[config.mk]
export PLATFORM = sky130hd
export DESIGN_NAME = inverse_wavelet_26_row
export DESIGN_NICKNAME = d
export VERILOG_FILES = /design/src/hdl/iw26_pkg.sv /design/src/hdl/iw26_synth.sv /design/src/hdl/iw26_resq.sv /design/src/hdl/inverse_wavelet_26_row.sv
export SDC_FILE = /design/constraint.sdc
export NUM_CORES = 2
export LEC_CHECK = 0
export BUFFER_PORTS_ARGS = -buffer_cell sky130_fd_sc_hd__buf_2
export CORE_ASPECT_RATIO = 0.7
export CORE_MARGIN = 10
export CORE_UTILIZATION = 59
export CTS_BUF_LIST = sky130_fd_sc_hd__clkbuf_16
export CTS_CLUSTER_DIAMETER = 40
export DETAILED_ROUTE_END_ITERATION = 7
export GPL_ROUTABILITY_DRIVEN = 1
export HOLD_SLACK_MARGIN = 0.12
export PLACE_DENSITY_LB_ADDON = 0.25
export SLEW_MARGIN = 30
export SYNTH_ARGS = -nofsm -noshare
export SYNTH_HDL_FRONTEND = slang
export SYNTH_HIERARCHICAL = 1
export SYNTH_SLANG_ARGS = --single-unit
[constraint.sdc]
create_clock -name i_clk -period 7.6 [get_ports i_clk]
set_clock_uncertainty 0.15 [all_clocks]
set_input_delay 0.76 -clock i_clk [delete_from_list [all_inputs] [get_ports i_clk]]
set_output_delay 0.76 -clock i_clk [all_outputs]
set_load 0.005 [all_outputs]
[src/hdl/iw26_pkg.sv]
`timescale 1ns / 1ps
// Shared types and constants for the inverse 2/6 wavelet row synthesis block.
// Depends on nothing; iw26_synth, iw26_resq and the top level import it.
package iw26_pkg;

    // Configuration register indexes.
    localparam logic CFG_ROW_LENGTH = 1'b0;
    localparam logic CFG_CLIP_BITS  = 1'b1;

    // Shortest row the block handles; shorter settings are raised to this.
    localparam logic [15:0] MIN_ROW_LENGTH = 16'd3;

    // Most output pairs that one input item can produce.
    localparam int MAX_RESULTS = 3;

    // One output pair as it leaves the block.
    typedef struct packed {
        logic signed [15:0] even_sample;
        logic signed [15:0] odd_sample;
        logic [15:0]        pair_index;
        logic               row_end;
    } t_result;

    // Everything the synthesis stage needs for one accepted item: the window
    // contents before the item shifts in, the item itself and its position.
    typedef struct packed {
        logic signed [15:0] low_prev1;
        logic signed [15:0] low_prev0;
        logic signed [15:0] high_prev1;
        logic signed [15:0] high_prev0;
        logic signed [15:0] low_coef;
        logic signed [15:0] high_coef;
        logic [15:0]        position;
        logic               closes_row;
    } t_snap;

    // Up to three results of one item, packed from r0 upward in output order.
    typedef struct packed {
        logic [1:0] count;
        t_result    r0;
        t_result    r1;
        t_result    r2;
    } t_burst;

endpackage

[src/hdl/iw26_synth.sv]
`timescale 1ns / 1ps
// Combinational synthesis filter: turns one item snapshot into up to three
// output pairs. Depends on iw26_pkg.
module iw26_synth import iw26_pkg::*; (
    input  t_snap      i_snap,
    input  logic [3:0] i_clip_bits,
    output t_burst     o_burst
);

    // Boundary tap: outer = (11a - 4b + c + 4) >> 3, inner = (5a + 4b - c + 4) >> 3.
    function automatic logic signed [15:0] f_edge_tap(
        input logic signed [15:0] a,
        input logic signed [15:0] b,
        input logic signed [15:0] c,
        input logic               outer
    );
        logic signed [19:0] ax;
        logic signed [19:0] bx;
        logic signed [19:0] cx;
        logic signed [19:0] s;
        ax = 20'(a);
        bx = 20'(b);
        cx = 20'(c);
        if (outer) begin
            s = (ax <<< 3) + (ax <<< 1) + ax - (bx <<< 2) + cx + 20'sd4;
        end else begin
            s = (ax <<< 2) + ax + (bx <<< 2) - cx + 20'sd4;
        end
        return s[18:3];
    endfunction

    // Interior tap: (p - n + 4) >> 3, wrapped to 16 bits.
    function automatic logic signed [15:0] f_mid_tap(
        input logic signed [15:0] p,
        input logic signed [15:0] n
    );
        logic signed [18:0] d;
        d = 19'(p) - 19'(n) + 19'sd4;
        return d[18:3];
    endfunction

    // (t + c + h) >> 1 or (t + c - h) >> 1, wrapped to 16 bits.
    function automatic logic signed [15:0] f_half(
        input logic signed [15:0] t,
        input logic signed [15:0] c,
        input logic signed [15:0] h,
        input logic               sub
    );
        logic signed [17:0] u;
        u = sub ? 18'(t) + 18'(c) - 18'(h) : 18'(t) + 18'(c) + 18'(h);
        return u[16:1];
    endfunction

    function automatic logic signed [15:0] f_clip(
        input logic signed [15:0] v,
        input logic [3:0]         cb
    );
        logic signed [15:0] maxv;
        maxv = 16'((17'd1 << cb) - 17'd1);
        if (cb == 4'd0) begin
            return v;
        end else if (v < 16'sd0) begin
            return 16'sd0;
        end else if (v > maxv) begin
            return maxv;
        end else begin
            return v;
        end
    endfunction

    logic signed [15:0] w_outer0, w_inner0, w_outerN, w_innerN;
    logic signed [15:0] w_te, w_to;
    t_result            w_first, w_mid, w_last;
    logic               w_active, w_first_pos;

    always_comb begin
        w_active    = (i_snap.position >= 16'd2);
        w_first_pos = (i_snap.position == 16'd2);

        // First pair of the row: edge coefficient is low_prev1.
        w_outer0 = f_edge_tap(i_snap.low_prev1, i_snap.low_prev0, i_snap.low_coef, 1'b1);
        w_inner0 = f_edge_tap(i_snap.low_prev1, i_snap.low_prev0, i_snap.low_coef, 1'b0);
        w_first.even_sample = f_clip(f_half(w_outer0, 16'sd0, i_snap.high_prev1, 1'b0),
                                     i_clip_bits);
        w_first.odd_sample  = f_clip(f_half(w_inner0, 16'sd0, i_snap.high_prev1, 1'b1),
                                     i_clip_bits);
        w_first.pair_index  = 16'd0;
        w_first.row_end     = 1'b0;

        // Interior pair centered on low_prev0.
        w_te = f_mid_tap(i_snap.low_prev1, i_snap.low_coef);
        w_to = f_mid_tap(i_snap.low_coef, i_snap.low_prev1);
        w_mid.even_sample = f_clip(f_half(w_te, i_snap.low_prev0, i_snap.high_prev0, 1'b0),
                                   i_clip_bits);
        w_mid.odd_sample  = f_clip(f_half(w_to, i_snap.low_prev0, i_snap.high_prev0, 1'b1),
                                   i_clip_bits);
        w_mid.pair_index  = i_snap.position - 16'd1;
        w_mid.row_end     = 1'b0;

        // Last pair of the row: taps mirrored, inner feeds the even sample.
        w_outerN = f_edge_tap(i_snap.low_coef, i_snap.low_prev0, i_snap.low_prev1, 1'b1);
        w_innerN = f_edge_tap(i_snap.low_coef, i_snap.low_prev0, i_snap.low_prev1, 1'b0);
        w_last.even_sample = f_clip(f_half(w_innerN, 16'sd0, i_snap.high_coef, 1'b0),
                                    i_clip_bits);
        w_last.odd_sample  = f_clip(f_half(w_outerN, 16'sd0, i_snap.high_coef, 1'b1),
                                    i_clip_bits);
        w_last.pair_index  = i_snap.position;
        w_last.row_end     = 1'b1;

        o_burst.r2 = w_last;
        if (w_first_pos) begin
            o_burst.r0 = w_first;
            o_burst.r1 = w_mid;
        end else begin
            o_burst.r0 = w_mid;
            o_burst.r1 = w_last;
        end

        if (!w_active) begin
            o_burst.count = 2'd0;
        end else begin
            o_burst.count = 2'd1 + 2'(w_first_pos) + 2'(i_snap.closes_row);
        end
    end

endmodule

[src/hdl/iw26_resq.sv]
`timescale 1ns / 1ps
// Result queue: takes up to three results per cycle, hands out one per cycle while popped.
// Depends on iw26_pkg.
module iw26_resq import iw26_pkg::*; #(
    parameter int DEPTH = 8
) (
    input  logic                       i_clk,
    input  logic                       i_rst_n,
    input  t_burst                     i_push,
    input  logic                       i_pop,
    output t_result                    o_head,
    output logic                       o_valid,
    output logic [$clog2(DEPTH+1)-1:0] o_count
);

    localparam int AW = $clog2(DEPTH);
    localparam int CW = $clog2(DEPTH + 1);

    t_result         r_mem [DEPTH];
    logic [AW-1:0]   r_wr_ptr, r_rd_ptr;
    logic [CW-1:0]   r_count;
    logic [AW-1:0]   w_wp1, w_wp2;
    logic            w_pop;

    assign w_wp1 = r_wr_ptr + AW'(1);
    assign w_wp2 = r_wr_ptr + AW'(2);
    assign w_pop = i_pop && (r_count != '0);

    always_ff @(posedge i_clk) begin
        if (i_push.count != 2'd0) begin
            r_mem[r_wr_ptr] <= i_push.r0;
        end
        if (i_push.count >= 2'd2) begin
            r_mem[w_wp1] <= i_push.r1;
        end
        if (i_push.count == 2'd3) begin
            r_mem[w_wp2] <= i_push.r2;
        end
    end

    always_ff @(posedge i_clk) begin
        if (!i_rst_n) begin
            r_wr_ptr <= '0;
            r_rd_ptr <= '0;
            r_count  <= '0;
        end else begin
            r_wr_ptr <= r_wr_ptr + AW'(i_push.count);
            r_rd_ptr <= r_rd_ptr + AW'(w_pop);
            r_count  <= r_count + CW'(i_push.count) - CW'(w_pop);
        end
    end

    assign o_head  = r_mem[r_rd_ptr];
    assign o_valid = (r_count != '0);
    assign o_count = r_count;

endmodule

[src/hdl/inverse_wavelet_26_row.sv]
`timescale 1ns / 1ps
// Inverse 2/6 wavelet row synthesis, one low/high coefficient pair per item.
// Depends on iw26_pkg, iw26_synth and iw26_resq.
//
// Usage: the input stream carries one coefficient pair per item, low_coef in
// tdata[15:0] and high_coef in tdata[31:16]. The output stream carries one
// reconstructed sample pair per item: even_sample, odd_sample and pair_index
// in tdata, with tlast high on the final pair of a row. Configuration writes
// (row_length at index 0, clip_bits at index 1) go through the cfg channel,
// which is always ready; they should only be issued while the block is idle.
//
// Timing: an accepted item is registered with the window state, the taps
// are computed in the next cycle and the results land in the result queue
// at the following edge, from which they go out in order on the output.
// The block accepts one item per cycle while the result queue has room. The
// first two items of a row give no result, the third gives two (three if it
// also ends the row), the last gives two, the others one, so a row of N items
// yields N pairs and the sustained rate is one item a cycle while the receiver
// keeps up. The input stalls only when the result queue (DEPTH entries, a
// power of two of at least 8) could not take the results of the item in the
// input register together with the three results of a worst-case new item;
// a stalled receiver therefore backs up into the input.
// Reset empties the queue and the pipeline, clears the coefficient windows
// and the row position, and sets row_length to 3 and clip_bits to 0.
module inverse_wavelet_26_row import iw26_pkg::*; #(
    parameter int DEPTH = 8
) (
    input  logic        i_clk,
    input  logic        i_rst_n,
    // Coefficient stream.
    input  logic        i_s_axis_tvalid,
    output logic        o_s_axis_tready,
    input  logic [31:0] i_s_axis_tdata,   // [15:0] low_coef, [31:16] high_coef
    // Sample stream.
    output logic        o_m_axis_tvalid,
    input  logic        i_m_axis_tready,
    output logic [47:0] o_m_axis_tdata,   // [15:0] even_sample, [31:16] odd_sample,
                                          // [47:32] pair_index
    output logic        o_m_axis_tlast,   // row_end
    // Configuration write channel.
    input  logic        i_cfg_valid,
    output logic        o_cfg_ready,
    input  logic        i_cfg_index,
    input  logic [15:0] i_cfg_data
);

    localparam int CW = $clog2(DEPTH + 1);

    // Configuration registers.
    logic [15:0] r_row_length;
    logic [3:0]  r_clip_bits;

    // Sliding windows and row position, updated as each item is accepted.
    logic signed [15:0] r_low0, r_low1, r_high0, r_high1;
    logic [15:0]        r_pos;

    // Input register feeding the synthesis logic.
    logic  r_s1_valid;
    t_snap r_s1;

    logic [15:0] w_len;
    logic        w_closes;
    logic        w_accept;
    t_snap       n_s1;
    t_burst      w_burst;
    t_burst      w_push;
    t_result     w_head;
    logic [CW-1:0] w_count;
    logic [CW:0]   w_load;

    assign o_cfg_ready = 1'b1;

    always_ff @(posedge i_clk) begin
        if (!i_rst_n) begin
            r_row_length <= MIN_ROW_LENGTH;
            r_clip_bits  <= 4'd0;
        end else if (i_cfg_valid) begin
            unique case (i_cfg_index)
                CFG_ROW_LENGTH: r_row_length <= i_cfg_data;
                CFG_CLIP_BITS:  r_clip_bits  <= i_cfg_data[3:0];
                default:        r_clip_bits  <= r_clip_bits;
            endcase
        end
    end

    // Short settings are treated as the minimum row length. A position at or
    // past the last slot closes the row, which also covers a length that was
    // lowered in the middle of a row.
    assign w_len    = (r_row_length < MIN_ROW_LENGTH) ? MIN_ROW_LENGTH : r_row_length;
    assign w_closes = (r_pos >= w_len - 16'd1);

    // Leave room for the results of the item in flight, whose count is already
    // known, and for the worst case of the new one.
    assign w_load = {1'b0, w_count} + (CW+1)'(w_push.count) + (CW+1)'(MAX_RESULTS);
    assign o_s_axis_tready = (w_load <= (CW+1)'(DEPTH));
    assign w_accept = i_s_axis_tvalid && o_s_axis_tready;

    always_comb begin
        n_s1.low_prev1  = r_low1;
        n_s1.low_prev0  = r_low0;
        n_s1.high_prev1 = r_high1;
        n_s1.high_prev0 = r_high0;
        n_s1.low_coef   = i_s_axis_tdata[15:0];
        n_s1.high_coef  = i_s_axis_tdata[31:16];
        n_s1.position   = r_pos;
        n_s1.closes_row = w_closes;
    end

    always_ff @(posedge i_clk) begin
        if (!i_rst_n) begin
            r_low0     <= '0;
            r_low1     <= '0;
            r_high0    <= '0;
            r_high1    <= '0;
            r_pos      <= '0;
            r_s1_valid <= 1'b0;
        end else begin
            r_s1_valid <= w_accept;
            if (w_accept) begin
                r_low1  <= r_low0;
                r_low0  <= n_s1.low_coef;
                r_high1 <= r_high0;
                r_high0 <= n_s1.high_coef;
                if (r_pos >= 16'd2 && w_closes) begin
                    r_pos <= '0;
                end else begin
                    r_pos <= r_pos + 16'd1;
                end
            end
        end
    end

    always_ff @(posedge i_clk) begin
        if (w_accept) begin
            r_s1 <= n_s1;
        end
    end

    iw26_synth u_synth (
        .i_snap      (r_s1),
        .i_clip_bits (r_clip_bits),
        .o_burst     (w_burst)
    );

    always_comb begin
        w_push = w_burst;
        if (!r_s1_valid) begin
            w_push.count = 2'd0;
        end
    end

    iw26_resq #(.DEPTH(DEPTH)) u_resq (
        .i_clk   (i_clk),
        .i_rst_n (i_rst_n),
        .i_push  (w_push),
        .i_pop   (i_m_axis_tready),
        .o_head  (w_head),
        .o_valid (o_m_axis_tvalid),
        .o_count (w_count)
    );

    assign o_m_axis_tdata = {w_head.pair_index, w_head.odd_sample, w_head.even_sample};
    assign o_m_axis_tlast = w_head.row_end;

endmodule

# Word-level counts from Yosys, hierarchy flattened
# Memory sizes are Yosys's and may differ from the RTL's. A register that Yosys moved wholly into a read port is not among the register bits.
# Index checks and enable logic that the tools add are counted.
dict set report op_classes {
  eq_ne 2
  shift 1
  mux 30
  reduce_logical 8
  n_bitwise 1
  n_lt_le_gt_ge 18
  add_sub_neg 44
}
# op n
set op_table {}
lappend op_table {{16-bit 2-to-1 mux} 20}
lappend op_table {{98-bit 2-to-1 mux} 1}
lappend op_table {{16-bit > comparator} 6}
lappend op_table {{16-bit by 1-bit less-than comparator with 1-bit output (second input constant)} 6}
lappend op_table {{19-bit by 16-bit adder with 19-bit output} 4}
lappend op_table {{19-bit by 4-bit adder with 19-bit output (second input constant)} 4}
lappend op_table {{16-bit by 16-bit adder with 17-bit output} 4}
lappend op_table {{16-bit by 16-bit subtractor with 17-bit output} 4}
lappend op_table {{16-bit by 1-bit subtractor with 16-bit output (second input constant)} 3}
lappend op_table {{18-bit by 16-bit adder with 19-bit output} 2}
lappend op_table {{19-bit by 17-bit adder with 19-bit output} 2}
lappend op_table {{19-bit by 18-bit adder with 19-bit output} 2}
lappend op_table {{19-bit by 16-bit subtractor with 19-bit output} 2}
lappend op_table {{19-bit by 18-bit subtractor with 19-bit output} 2}
lappend op_table {{17-bit by 4-bit adder with 18-bit output (second input constant)} 2}
lappend op_table {{16-bit by 2-bit >= comparator with 1-bit output (second input constant)} 2}
lappend op_table {{17-bit by 16-bit adder with 17-bit output} 1}
lappend op_table {{17-bit by 16-bit subtractor with 17-bit output} 1}
lappend op_table {{16-bit by 1-bit adder with 16-bit output (second input constant)} 1}
lappend op_table {{16-bit by 2-bit == test with 1-bit output (second input constant)} 1}
lappend op_table {{16-bit >= comparator} 1}
lappend op_table {{16-bit by 2-bit less-than comparator with 1-bit output (second input constant)} 1}
lappend op_table {{1-bit by 4-bit left shift with 16-bit output (first input constant)} 1}
lappend op_table {{1-bit 2-to-1 mux} 6}
lappend op_table {{21 further kinds} 25}
dict set report totals {
  input_bits 54
  ram_bits 392
  output_inout_bits 52
  regBits 224
  wordCells 124
  mem_count 1
}
# memory depth word_bits read_ports rd_clocked_by_memory_dff write_ports line_no
set mem_list {}
lappend mem_list {u_resq.r_mem 8 49 1 1 3 iw26_resq.sv:19} ;# t_result r_mem [DEPTH];

# Longest topological paths before layout
dict set report logic_depth {
  word_depth 11
  depth_mapped 39
  depth_no_buf 38
}

# By module
# Netlist, hierarchy kept.
# module seq_area_each_um2 cells_each instances area_per_inst_um2
set modules_own_cells {}
lappend modules_own_cells {iw26_resq 11971.5 2797 1 26794.4}
lappend modules_own_cells {iw26_synth 0.0 2281 1 18301.3}
lappend modules_own_cells {inverse_wavelet_26_row 5415.2 680 1 7848.8}

# Least setup slack after synthesis
# Ideal clock, no wire load.
dict set report synth_timing {
  kind {register to register}
  start {reg r_s1[35] (netlist bit)}
  end {mem u_resq/r_mem[2][39] (netlist bit), data pin}
  required_time_ns 7.299
  setup_ns 0.151
  synth_period_minus_slack_ns 8.240
  path_stages_with_launch 34
  path_buffers 1
  path_slack_ns -0.640
  arrival_time_ns 7.939
  cell_sequence {edfxtp_1 inv_1 ha_1 fa_1 fa_1 and4bb_2 fa_1 a21o_1 a21oi_1 o21a_1 nor3_1 a41o_1 o41ai_1 xnor2_1 ha_1 a21oi_1 a311oi_1 o21a_1 o21ai_1 a31oi_2 inv_1 ha_1 nand4_1 or4_1 a21oi_1 a211oi_1 mux2i_1 nor2_1 nand2_1 buf_4 mux2i_1 o22ai_1 o21ai_0 a31oi_2}
}
# item line_no
set synth_lines {}
lappend synth_lines {{start: declaration} inverse_wavelet_26_row.sv:59} ;# t_snap r_s1;
lappend synth_lines {{start signal: assignment} inverse_wavelet_26_row.sv:135} ;# r_s1 <= n_s1;
lappend synth_lines {{end: declaration} iw26_resq.sv:19}

==> run_results.csv <==
group,metric,value,unit
run_status,status,"finished with violations",
run_status,violations,"design-rule violations, negative setup slack",
synthesis,syn_inst,5758,
global_routing,grt_remaining_overflow,0,
sta,fin_ws,-1.20,ns
drt,num_vias,52900,
synthesis,synth_seq_area_share,0.328,
finish,multi_input_area,35700,um2
place,globalplace.congestion,1.05,
finish,fill_cells,5770,
critical_path,cp-start-kind,"flop",
floorplan,floorplan.die_area,102000,um2
synthesis,synth_edf_count,505,
global_routing,grt_pass1_wl,305000,um
clocking,cts.sinks,616,
drt,drc,7,
clocking,tritoncts,"done",
floorplan,coreArea,88600,um2
min_path,hold_class,"in2reg",
drt,antenna_left,0,
place,place_ws,-1.60,ns
drt,drt-total-wl,207000,um
job,maxCapViolations,0,
synthesis,yosys_register_bits,616,
critical_path,slowest_stage,"fa_1",
floorplan,ios,106,
sta,worst_pin_slew,1.17,ns
finish,fin_nets,7055,
finish,seq_area,17400,um2
synthesis,avgSynthCellArea,9.19,um2
synthesis,synth_flop_cell,"edfxtp_1",
global_routing,grtUsageTotal,0.383,
sta,max_clock_freq,114,MHz
sta,rsz0062_at_grt,"true",
drt,drtIter0Drc,9379,
sta,relSlewSlack,0.219,
sta,fin_crit,8.80,ns
drt,wire_per_inst,27.0,um
synthesis,async_flop_share,0,
floorplan,die_w,378,um
critical_path,worst_ep_arrival_time,9.02,ns
global_routing,grt_pass1_vias,50600,
critical_path,critPathRequiredTime,7.83,ns
sta,final.period_utilization,1.16,
sta,setup_viol,240,
global_routing,antenna_found_initial,5,
critical_path,critPathMaxStageDelay,0.54,ns
clocking,clock_latency,0.72,ns
critical_path,path_common_cell,"buf_4",
synthesis,ys_types,99,
floorplan,start_util,0.598,
finish,area_delta_synth_final,27.5,%
critical_path,crit_path_end_kind,"flop",
finish,drive_gt1_frac,0.292,
drt,dr.pass1.iters,8,
critical_path,critical_path_class,"reg2reg",
synthesis,netlist_area,52900,um2
clocking,clk_pin_slew,0.07,ns
sta,setup-tns-final,-214.62,ns
finish,final_area,67500,um2
clocking,htree_num_levels,3,
clocking,cts-root-buf,"clkbuf_16",
synthesis,synth_warnings,6,
place,dpl.hpwl,130000,um
clocking,cts_inserted_buffers,92,
floorplan,fp.dieH,271,um
sta,final_hold_viol_count,0,
critical_path,critPathMaxFanout,8,
global_routing,grt_max_degree,259,
drt,via_per_inst,6.92,
floorplan,rows,91,
clocking,clockBufferDepth,3,
place,place_area,59200,um2
place,numPortBuffers,104,
sta,drv_slew,0,
[cells in the final DEF (no fill, tap or decap), types with 83 or more instances in the layout]
master	instances
buf_4	804
nand2_1	665
nor3_1	400
nor2_1	173
inv_1	361
mux4_2	98
xnor2_1	150
ha_1	360
dfxtp_1	106
a21oi_1	193
clkbuf_16	94
buf_2	104
fa_1	185
o21ai_0	319
edfxtp_1	505
a31oi_1	391
and4b_1	98
o21ai_2	83
[per-stage QoR]
step,utilization,hold WS (ns),instances
final,0.762,0.159,7648
after global routing,0.762,0.141,7648
after CTS,0.744,0.131,7607
after global placement,0.669,0.262,7295
after detailed placement,0.669,0.265,7295
after floorplan,-,0.258,5764
[kinds of logic after synthesis]
| logic type | share of synthesized area |
|---|---|
| simple gates | 0.176 |
| compound gates | 0.163 |
| buf+inv | 0.0664 |
| flops | 0.328 |
| fa+ha+maj | 0.166 |
| xor+xnor | 0.0367 |
| mux | 0.0636 |
| other cells | 0.000213 |
[flip-flops by register name (all words and copies together) (netlist names)]
register / cells
r_pos: 16
r_low1: 16
u_resq/r_mem: 392
r_low0: 16
u_resq/r_wr_ptr: 3
r_s1_valid: 1
u_resq/r_rd_ptr: 3
u_resq/o_count: 4
r_high0: 16
r_clip_bits: 4
r_row_length: 16
r_s1: 113
r_high1: 16
[worst max-delay path, delay by kind of cell (launching register included)]
family	cells	cell delay [ns]
AOI/OAI and AO/OA	15	2.60
adders and majority gates	6	2.42
buffers and inverters	10	1.16
and+or+nand+nor	5	1.02
muxes	2	0.55
DFF	1	0.44
xor gates and xnor gates	1	0.10
[synth_stat cells (8+ instances only)]
library cell	instances	area [um2]
mux2_2	59	664
a31oi_1	400	2500
o21bai_1	14	105
a21boi_0	11	82.6
o21ai_0	465	2330
a21o_1	60	450
nand3_1	57	285
mux4_2	98	2210
edfxtp_1	505	15200
nor3_1	451	2260
o211ai_1	18	135
o22ai_1	43	269
xor2_1	57	499
buf_2	71	355
and4b_1	98	981
o31ai_1	12	90.1
buf_4	31	233
nor2_1	211	792
mux2i_1	48	480
or2_2	11	68.8
o21a_1	28	210
fa_1	190	3800
and4_1	54	473
nor4_1	16	100
nand2_1	668	2510
clkbuf_1	312	1170
ha_1	398	4980
nor2b_1	35	219
nand4_1	42	263
a21oi_1	246	1230
inv_1	381	1430
a22oi_1	8	60.1
dfxtp_1	111	2220
a31oi_2	13	163
nand2b_1	34	213
or3_1	20	125
and3_1	21	131
o21ai_1	16	80.1
a211oi_1	22	165
nor4bb_1	50	500
xnor2_1	159	1390
buf_1	59	221
clkbuf_2	10	50.1
and2_1	22	138
[per-layer routing]
| layer | part of all wire | vias up | track usage |
|---|---|---|---|
| li1 | - | 22500 | - |
| met1 | 0.38 | 24900 | 0.530 |
| met2 | 0.40 | 4602 | 0.537 |
| met3 | 0.17 | 925 | 0.149 |
| met4 | 0.048 | 4 | 0.140 |
| met5 | 0.00013 | - | 0 |
[final cells by class]
type,count,area share
clock inverters,72,0.0124
well taps,1162,0.0215
flip-flops and latches,616,0.258
multi-input cells,4279,0.529
repair buffers,1041,0.123
clock buffers,93,0.0345
inverters,383,0.0218
diodes,2,0.0000741
[what timing repair did]
action / CTS / global route
setup endpoints to repair: 240 / 240
pin swaps: 257 / 204
hold buffers: 36 / 0
gates cloned: 4 / 1
hold endpoints to repair: 38 / 0
resized for setup: 542 / 284
setup buffers: 120 / 43
[path summary, 6_finish.rpt]
kind / to / cells past startpoint / start / slack, ns
hold reg to reg: r_s1[112] / 0 / r_low1[15] / 0.28
hold / removal: r_row_length[13] / 3 / i_cfg_data[13] / 0.16
setup reg to reg: u_resq/r_mem[0][36] / 39 / r_s1[82] / -1.20
setup / recovery: u_resq/r_mem[0][36] / 39 / r_s1[82] / -1.20
Power is not shown: default switching activity piles up to over one toggle a cycle in this logic, so the estimate is an artifact.
